<file path="src/rtl/bcr_pkg.sv">
// Shared types, constants and register map for the bit clock recovery DPLL.
package bcr_pkg;

    localparam int unsigned REG_W     = 12;
    localparam int unsigned ERR_W     = 13;
    localparam int unsigned PERIOD_W  = 14;
    localparam int unsigned CALC_W    = 15;
    localparam int unsigned ADDR_W    = 5;
    localparam int unsigned APB_W     = 32;
    localparam int unsigned S_DATA_W  = 8;
    localparam int unsigned M_DATA_W  = 16;

    localparam logic [REG_W-1:0] BIT_LENGTH_RST      = 12'd64;
    localparam logic [REG_W-1:0] SAMPLE_OFFSET_RST   = 12'd32;
    localparam logic [REG_W-1:0] SMALL_THRESHOLD_RST = 12'd1;
    localparam logic [REG_W-1:0] LARGE_THRESHOLD_RST = 12'd4;
    localparam logic [REG_W-1:0] LARGE_STEP_RST      = 12'd8;

    localparam logic signed [CALC_W-1:0] FINE_STEP   = 15'sd2;
    localparam logic signed [CALC_W-1:0] IDLE_BIAS   = 15'sd5;
    localparam logic signed [CALC_W-1:0] MIN_PERIOD  = 15'sd1;
    localparam logic signed [ERR_W-1:0]  DIV8_ROUND  = 13'sd7;

    typedef enum logic [2:0] {
        REG_BIT_LENGTH      = 3'd0,
        REG_SAMPLE_OFFSET   = 3'd1,
        REG_SMALL_THRESHOLD = 3'd2,
        REG_LARGE_THRESHOLD = 3'd3,
        REG_LARGE_STEP      = 3'd4
    } t_reg_idx;

    typedef struct packed {
        logic [REG_W-1:0] bit_length;
        logic [REG_W-1:0] sample_offset;
        logic [REG_W-1:0] small_threshold;
        logic [REG_W-1:0] large_threshold;
        logic [REG_W-1:0] large_step;
    } t_cfg;

endpackage

</file>
<file path="src/rtl/bcr_next_period.sv">
// Loop filter: picks the next bit period from the measured phase error.
module bcr_next_period (
    input  bcr_pkg::t_cfg                      i_cfg,
    input  logic signed [bcr_pkg::ERR_W-1:0]   i_err,
    input  logic                               i_rx,
    output logic [bcr_pkg::PERIOD_W-1:0]       o_period
);

    logic                                 neg;
    logic [bcr_pkg::ERR_W-1:0]            mag_full;
    logic [bcr_pkg::REG_W-1:0]            mag;
    logic signed [bcr_pkg::ERR_W-1:0]     err_adj;
    logic signed [bcr_pkg::ERR_W-1:0]     quot;
    logic signed [bcr_pkg::CALC_W-1:0]    len;
    logic signed [bcr_pkg::CALC_W-1:0]    step;
    logic signed [bcr_pkg::CALC_W-1:0]    quot_x;
    logic signed [bcr_pkg::CALC_W-1:0]    p;

    always_comb begin
        neg      = i_err[bcr_pkg::ERR_W-1];
        mag_full = neg ? (-i_err) : i_err;
        mag      = mag_full[bcr_pkg::REG_W-1:0];
        // divide by 8 truncating toward zero: bias negatives before the shift
        err_adj  = neg ? (i_err + bcr_pkg::DIV8_ROUND) : i_err;
        quot     = err_adj >>> 3;
        quot_x   = {{(bcr_pkg::CALC_W-bcr_pkg::ERR_W){quot[bcr_pkg::ERR_W-1]}}, quot};
        len      = $signed({{(bcr_pkg::CALC_W-bcr_pkg::REG_W){1'b0}}, i_cfg.bit_length});
        step     = $signed({{(bcr_pkg::CALC_W-bcr_pkg::REG_W){1'b0}}, i_cfg.large_step});

        if (mag < i_cfg.small_threshold) begin
            p = len;
        end else if (mag < i_cfg.large_threshold) begin
            p = neg ? (len + bcr_pkg::FINE_STEP) : (len - bcr_pkg::FINE_STEP);
        end else if (i_rx) begin
            p = neg ? (len + step) : (len - step);
        end else begin
            p = len - bcr_pkg::IDLE_BIAS - quot_x;
        end

        if (p < bcr_pkg::MIN_PERIOD) begin
            p = bcr_pkg::MIN_PERIOD;
        end
        o_period = p[bcr_pkg::PERIOD_W-1:0];
    end

endmodule

</file>
<file path="src/rtl/bit_clock_recovery_dpll_core.sv">
// Bit clock recovery DPLL top level: stream ports, config registers, counters.
// Result: registered, on the master side in the cycle after the input transfer.
// Throughput: one sample per cycle unless the master side stalls; the counter update
// and the loop filter sit between the accepted sample and the single output register.
// Reset (synchronous, active low): registers return to their reset values,
// the period counter loads the reset bit length, the output register empties.
module bit_clock_recovery_dpll_core (
    input  logic                              i_clk,
    input  logic                              i_rst_n,
    // APB config port
    input  logic                              psel,
    input  logic                              penable,
    input  logic                              pwrite,
    input  logic [bcr_pkg::ADDR_W-1:0]        paddr,
    input  logic [bcr_pkg::APB_W-1:0]         pwdata,
    output logic [bcr_pkg::APB_W-1:0]         prdata,
    output logic                              pready,
    // sample stream in
    input  logic                              i_s_tvalid,
    output logic                              o_s_tready,
    input  logic [bcr_pkg::S_DATA_W-1:0]      i_s_tdata,  // [0] sample_bit, rest zero
    input  logic                              i_s_tuser,  // [0] receiving
    // result stream out
    output logic                              o_m_tvalid,
    input  logic                              i_m_tready,
    output logic [bcr_pkg::M_DATA_W-1:0]      o_m_tdata   // [0] sample_echo,
                                                          // [1] strobe_res,
                                                          // [14:2] phase_error, [15] zero
);

    bcr_pkg::t_cfg                        r_cfg;
    logic [1:0]                           r_hist;
    logic [bcr_pkg::PERIOD_W-1:0]         r_period;
    logic [bcr_pkg::REG_W-1:0]            r_edge;
    logic signed [bcr_pkg::ERR_W-1:0]     r_phase;
    logic                                 r_out_valid;
    logic [bcr_pkg::M_DATA_W-1:0]         r_out_data;

    logic [1:0]                           n_hist;
    logic [bcr_pkg::PERIOD_W-1:0]         n_period;
    logic [bcr_pkg::REG_W-1:0]            n_edge;
    logic signed [bcr_pkg::ERR_W-1:0]     n_phase;
    logic                                 n_strobe;

    logic                                 s_xfer;
    logic                                 cfg_wr;
    bcr_pkg::t_reg_idx                    reg_idx;
    logic [bcr_pkg::PERIOD_W-1:0]         period_dec;
    logic [bcr_pkg::REG_W:0]              edge_inc;
    logic signed [bcr_pkg::ERR_W-1:0]     err;
    logic [bcr_pkg::PERIOD_W-1:0]         filt_period;

    assign pready  = 1'b1;
    assign cfg_wr  = psel && penable && pwrite;
    assign reg_idx = bcr_pkg::t_reg_idx'(paddr[bcr_pkg::ADDR_W-1:2]);

    always_comb begin
        case (reg_idx)
            bcr_pkg::REG_BIT_LENGTH:      prdata = {20'd0, r_cfg.bit_length};
            bcr_pkg::REG_SAMPLE_OFFSET:   prdata = {20'd0, r_cfg.sample_offset};
            bcr_pkg::REG_SMALL_THRESHOLD: prdata = {20'd0, r_cfg.small_threshold};
            bcr_pkg::REG_LARGE_THRESHOLD: prdata = {20'd0, r_cfg.large_threshold};
            bcr_pkg::REG_LARGE_STEP:      prdata = {20'd0, r_cfg.large_step};
            default:                      prdata = '0;
        endcase
    end

    always_ff @(posedge i_clk) begin
        if (!i_rst_n) begin
            r_cfg.bit_length      <= bcr_pkg::BIT_LENGTH_RST;
            r_cfg.sample_offset   <= bcr_pkg::SAMPLE_OFFSET_RST;
            r_cfg.small_threshold <= bcr_pkg::SMALL_THRESHOLD_RST;
            r_cfg.large_threshold <= bcr_pkg::LARGE_THRESHOLD_RST;
            r_cfg.large_step      <= bcr_pkg::LARGE_STEP_RST;
        end else if (cfg_wr) begin
            case (reg_idx)
                bcr_pkg::REG_BIT_LENGTH:      r_cfg.bit_length      <= pwdata[11:0];
                bcr_pkg::REG_SAMPLE_OFFSET:   r_cfg.sample_offset   <= pwdata[11:0];
                bcr_pkg::REG_SMALL_THRESHOLD: r_cfg.small_threshold <= pwdata[11:0];
                bcr_pkg::REG_LARGE_THRESHOLD: r_cfg.large_threshold <= pwdata[11:0];
                bcr_pkg::REG_LARGE_STEP:      r_cfg.large_step      <= pwdata[11:0];
                default:                      ;
            endcase
        end
    end

    // accept while the output slot is empty or is being drained this cycle
    assign o_s_tready = !r_out_valid || i_m_tready;
    assign s_xfer     = i_s_tvalid && o_s_tready;

    assign err = $signed({1'b0, r_edge}) - $signed({1'b0, r_cfg.sample_offset});

    bcr_next_period u_filt (
        .i_cfg    (r_cfg),
        .i_err    (err),
        .i_rx     (i_s_tuser),
        .o_period (filt_period)
    );

    always_comb begin
        n_hist     = {r_hist[0], i_s_tdata[0]};
        period_dec = r_period - 1'b1;
        edge_inc   = {1'b0, r_edge} + 1'b1;
        n_edge     = r_edge;
        n_phase    = r_phase;
        n_period   = period_dec;
        n_strobe   = 1'b0;
        if (period_dec != '0) begin
            // restart on a rising edge or when a full bit has gone by
            if (edge_inc >= {1'b0, r_cfg.bit_length} || n_hist == 2'b01) begin
                n_edge = '0;
            end else begin
                n_edge = edge_inc[bcr_pkg::REG_W-1:0];
            end
        end else begin
            n_phase  = err;
            n_period = filt_period;
            n_strobe = 1'b1;
        end
    end

    always_ff @(posedge i_clk) begin
        if (!i_rst_n) begin
            r_hist      <= '0;
            r_period    <= {2'b00, bcr_pkg::BIT_LENGTH_RST};
            r_edge      <= '0;
            r_phase     <= '0;
            r_out_valid <= 1'b0;
        end else begin
            if (s_xfer) begin
                r_hist      <= n_hist;
                r_period    <= n_period;
                r_edge      <= n_edge;
                r_phase     <= n_phase;
                r_out_valid <= 1'b1;
            end else if (i_m_tready) begin
                r_out_valid <= 1'b0;
            end
        end
    end

    always_ff @(posedge i_clk) begin
        if (s_xfer) begin
            r_out_data <= {1'b0, n_phase, n_strobe, i_s_tdata[0]};
        end
    end

    assign o_m_tvalid = r_out_valid;
    assign o_m_tdata  = r_out_data;

`ifndef SYNTHESIS
    // a reloaded period is never zero
    a_reload_nonzero: assert property (@(posedge i_clk) disable iff (!i_rst_n)
        (s_xfer && r_period == 14'd1) |=> (r_period != '0))
        else $error("period reloaded with zero");

    a_strobe_on_expiry: assert property (@(posedge i_clk) disable iff (!i_rst_n)
        (s_xfer && r_period == 14'd1) |=> (o_m_tvalid && o_m_tdata[1]))
        else $error("missing strobe on period expiry");

    a_no_strobe: assert property (@(posedge i_clk) disable iff (!i_rst_n)
        (s_xfer && r_period != 14'd1) |=> (!o_m_tdata[1] && $stable(r_phase)))
        else $error("strobe or phase update without expiry");

    a_edge_frozen: assert property (@(posedge i_clk) disable iff (!i_rst_n)
        (s_xfer && r_period == 14'd1) |=> $stable(r_edge))
        else $error("edge counter moved on strobe");

    a_idle_after_reset: assert property (@(posedge i_clk)
        $past(!i_rst_n) |-> !o_m_tvalid)
        else $error("output valid right after reset");
`endif

endmodule

</file>
<file path="config.mk">
export PLATFORM = sky130hd
export DESIGN_NAME = bit_clock_recovery_dpll_core
export DESIGN_NICKNAME = d
export VERILOG_FILES = /design/src/rtl/bcr_pkg.sv /design/src/rtl/bcr_next_period.sv /design/src/rtl/bit_clock_recovery_dpll_core.sv
export SDC_FILE = /design/constraint.sdc
export NUM_CORES = 1
export LEC_CHECK = 0
export ABC_CLOCK_PERIOD_IN_PS = 7600
export BUFFER_PORTS_ARGS = -buffer_cell sky130_fd_sc_hd__buf_2
export CORE_MARGIN = 1.5
export CORE_UTILIZATION = 35
export CTS_BUF_LIST = sky130_fd_sc_hd__clkbuf_16
export DETAILED_ROUTE_END_ITERATION = 8
export HOLD_SLACK_MARGIN = 0.1
export PLACE_DENSITY_LB_ADDON = 0.15
export SYNTH_ARGS = -nofsm -noshare
export SYNTH_HDL_FRONTEND = slang
export SYNTH_HIERARCHICAL = 1
export SYNTH_SLANG_ARGS = --single-unit
export TNS_END_PERCENT = 30
</file>
<file path="constraint.sdc">
create_clock -name i_clk -period 7.6 [get_ports i_clk]
set_input_delay 0.38 -clock i_clk [delete_from_list [all_inputs] [get_ports i_clk]]
set_output_delay 0.38 -clock i_clk [all_outputs]
set_load 0.05 [all_outputs]
</file>
==> impl_metrics.ini <==
[run_status]
status = completed

[sta]
slew_headroom = 0.323
slew_viol_final = 0
fin_tns_setup_ns = 0
rsz0062_at_grt = no
skew_ns = 0.0125
fin_crit_sh = 0.894
fin_crit_ns = 6.80
setup_ws_ns = 0.803
finalHoldViolCount = 0
tightest_slew_ns = 1.01
setup_viol = 0
max_freq_mhz = 147

[place]
dpl.hpwl_um = 23200
dpl_worst_slack_ns = 0.898
gp_congestion = 0.897
placedInstanceArea_um2 = 10800
io_buffers = 52

[setup_path]
worstSetupPathType = reg -> reg
reg2reg_from = r_edge[0]
slowest_stage = a21oi_4
path_max_fanout = 18
crit_top_cell = ha_1
critPathCaptureType = flop
required_ns = 7.90
cp_slowest_stage_delay_ns = 0.54
critPathArrivalTime_ns = 7.09
critPathLaunchType = flop
startpoint = r_edge[0]

[power]
power_density_nw_per_um2 = 177
total_power_uw = 2010
power.leakage_uw = 0.00470
peakVddDrop_mv = 0.134

[cells_and_area]
drive_gt1_frac = 0.0965
syn_to_final_growth_pct = 10.2
num-nets-final = 1504
num_antenna_cells = 0
stdcell_area_um2 = 11400

[routing]
drcViolationCount = 0
routedWlPerCell_um = 18.1
wl_um = 31700
antenna_left = 0
viasPerCell = 5.42
via_count = 9494
drt-initial-drc-count = 651
dr.pass1.iters = 5

[clock_tree]
cts_max_level = 4
clockBufferDepth = 2
cts_inserted_buffers = 17
path_clk_slew_ns = 0.06
root_buffer = clkbuf_16
post_cts_resized = 0
insertion_delay_ns = 0.42
tritoncts = yes
clkSinkCount = 116
hold_buffers = 0
postCtsSetupBuffers = 0

[yosys]
netlist_area_um2 = 10300
yosysWarningCount = 6
yosysUniqueCellTypes = 88
synth-edff-count = 15
ys_ff_latch = 116
post_synth_inst_count = 1350
ys_async_sr_fraction = 0
seq_area_frac_synth = 0.240
synthFlopType = dfxtp_1
synth_area_per_cell_um2 = 7.64

[floorplanning]
die_w_um = 175
dieArea_um2 = 30500
rows = 62
ioPinCount = 104
core-area_um2 = 28900
die_h_um = 175
initial_utilization = 0.357

[global_routing]
grt-ovfl-total = 0
grt_max_degree = 67
grt_antenna_before_repair = 0
grt_pass1_vias = 8925
grt_util_all_layers = 0.208
grt_pass1_wl_um = 49600

[min_path]
hold_start = i_s_tvalid
hp-class = in -> reg

[job]
drv_cap = 0
==> area by class of cell <==
class / count / area, um2
tap: 384 / 480
clock inverter: 12 / 106
timing repair buffer: 67 / 373
inverter: 95 / 357
clock buffer: 20 / 500
multi-input combinational: 1058 / 7080
sequential: 116 / 2470
fill: 3040 / 17500
==> critical path, delay by kind of cell, from the launching register on <==
kind	cells	cell delay, ns
AOI/OAI and AO/OA	8	2.05
and+or+nand+nor	11	1.86
xor gates and xnor gates	2	0.28
adders and majority gates	4	1.35
DFF	1	0.45
muxes	1	0.40
buffers and inverters	2	0.26
==> worst paths after layout <==
kind	slack [ns]	cells past startpoint	end
max	0.80	28	r_period[8]
min	0.21	3	o_m_tvalid
max reg2reg	0.80	28	r_period[8]
min reg2reg	0.46	2	r_phase[5]
==> state kept, by name, indices dropped and copies added, names as in the netlist <==
signal,count
r_hist,1
r_period,14
r_edge,12
o_m_tdata,15
r_phase,13
o_m_tvalid,1
r_cfg,60
==> metal layers <==
layer | wire (um) | global-route usage | part of all wire | vias to the layer above
met5 | 0 | 0 | 0 | -
met4 | 964 | 0.0823 | 0.030 | 0
met1 | 15000 | 0.276 | 0.47 | 4481
met3 | 896 | 0.0220 | 0.028 | 51
li1 | - | - | - | 4770
met2 | 14800 | 0.343 | 0.47 | 192
==> Yosys cell counts (5+ instances only) <==
library cell  count  area share
nor2_1          126       0.046
nand4_1          42       0.025
a211o_1           8      0.0068
buf_2             9      0.0044
o22ai_1          14      0.0085
o21a_1            6      0.0044
o2111ai_1         5      0.0042
buf_4            24       0.017
buf_1             9      0.0033
a31o_2            5      0.0042
or2_2             5      0.0030
a221oi_1          6      0.0051
nand2_1         166       0.060
edfxtp_1         15       0.044
o21ai_0          58       0.028
a21oi_1          86       0.042
o211ai_1         10      0.0073
o31ai_1           5      0.0036
mux2i_1          67       0.065
a22oi_1           5      0.0036
nand3_1          32       0.016
dfxtp_1         101        0.20
ha_1             92        0.11
a21o_1           12      0.0087
clkbuf_1         56       0.020
nand2b_1         19       0.012
o21ai_1           5      0.0024
xnor2_1          45       0.038
and3_1           13      0.0079
and2_1            7      0.0042
nor3_1           22       0.011
nor2b_1          20       0.012
or3_1            11      0.0067
a31oi_1          19       0.012
xor2_1           19       0.016
a211oi_1         15       0.011
inv_1            93       0.034
==> logic make-up (layout without fill, tap and decap cells) <==
group / count (synthesis) / after routing / share of synthesized area
flops: 116 / 116 / 0.240
simple gates: 496 / 496 / 0.233
compound gates: 308 / 308 / 0.198
buf+inv: 196 / 194 / 0.0834
mux: 72 / 72 / 0.0709
xor+xnor: 64 / 64 / 0.0544
fa+ha+maj: 96 / 96 / 0.119
other cells: 2 / 22 / 0.000728
==> metrics by stage <==
| step | std cells | hold WS (ns) | util |
|---|---|---|---|
| final | 1752 | 0.208 | 0.394 |
| after CTS | 1752 | 0.196 | 0.394 |
| after detailed placement | 1720 | 0.450 | 0.373 |
| after global placement | 1720 | 0.440 | 0.373 |
| after floorplan | 1370 | 0.429 | - |
| after global routing | 1752 | 0.207 | 0.394 |
==> power by group <==
part / switching [uW] / total (uW) / internal, uW / leakage, uW
registers: 22.2 / 661 / 638 / 0.000968
logic: 355 / 530 / 175 / 0.00343
clock network: 283 / 815 / 532 / 0.000301
total: 661 / 2010 / 1350 / 0.00470
==> cells in the final DEF, fill, tap and decap left out, drive strengths merged, types with 6 or more instances in the layout <==
| cell | instances |
|---|---|
| a211oi | 16 |
| a31oi | 19 |
| nand3 | 32 |
| o21ai | 63 |
| nor3 | 23 |
| o22ai | 14 |
| clkbuf | 20 |
| a21o | 12 |
| nor4 | 8 |
| dfxtp | 101 |
| edfxtp | 15 |
| a211o | 8 |
| ha | 92 |
| xor2 | 19 |
| and2 | 9 |
| inv | 96 |
| clkinv | 7 |
| nand4 | 42 |
| o211ai | 10 |
| mux2i | 67 |
| or3 | 11 |
| nor2 | 126 |
| nor2b | 20 |
| and3 | 13 |
| conb | 22 |
| nand2b | 19 |
| xnor2 | 45 |
| nand2 | 167 |
| o21a | 6 |
| buf | 67 |
| a221oi | 6 |
| a21oi | 90 |
No activity file was read; power rests on OpenSTA's default activity.
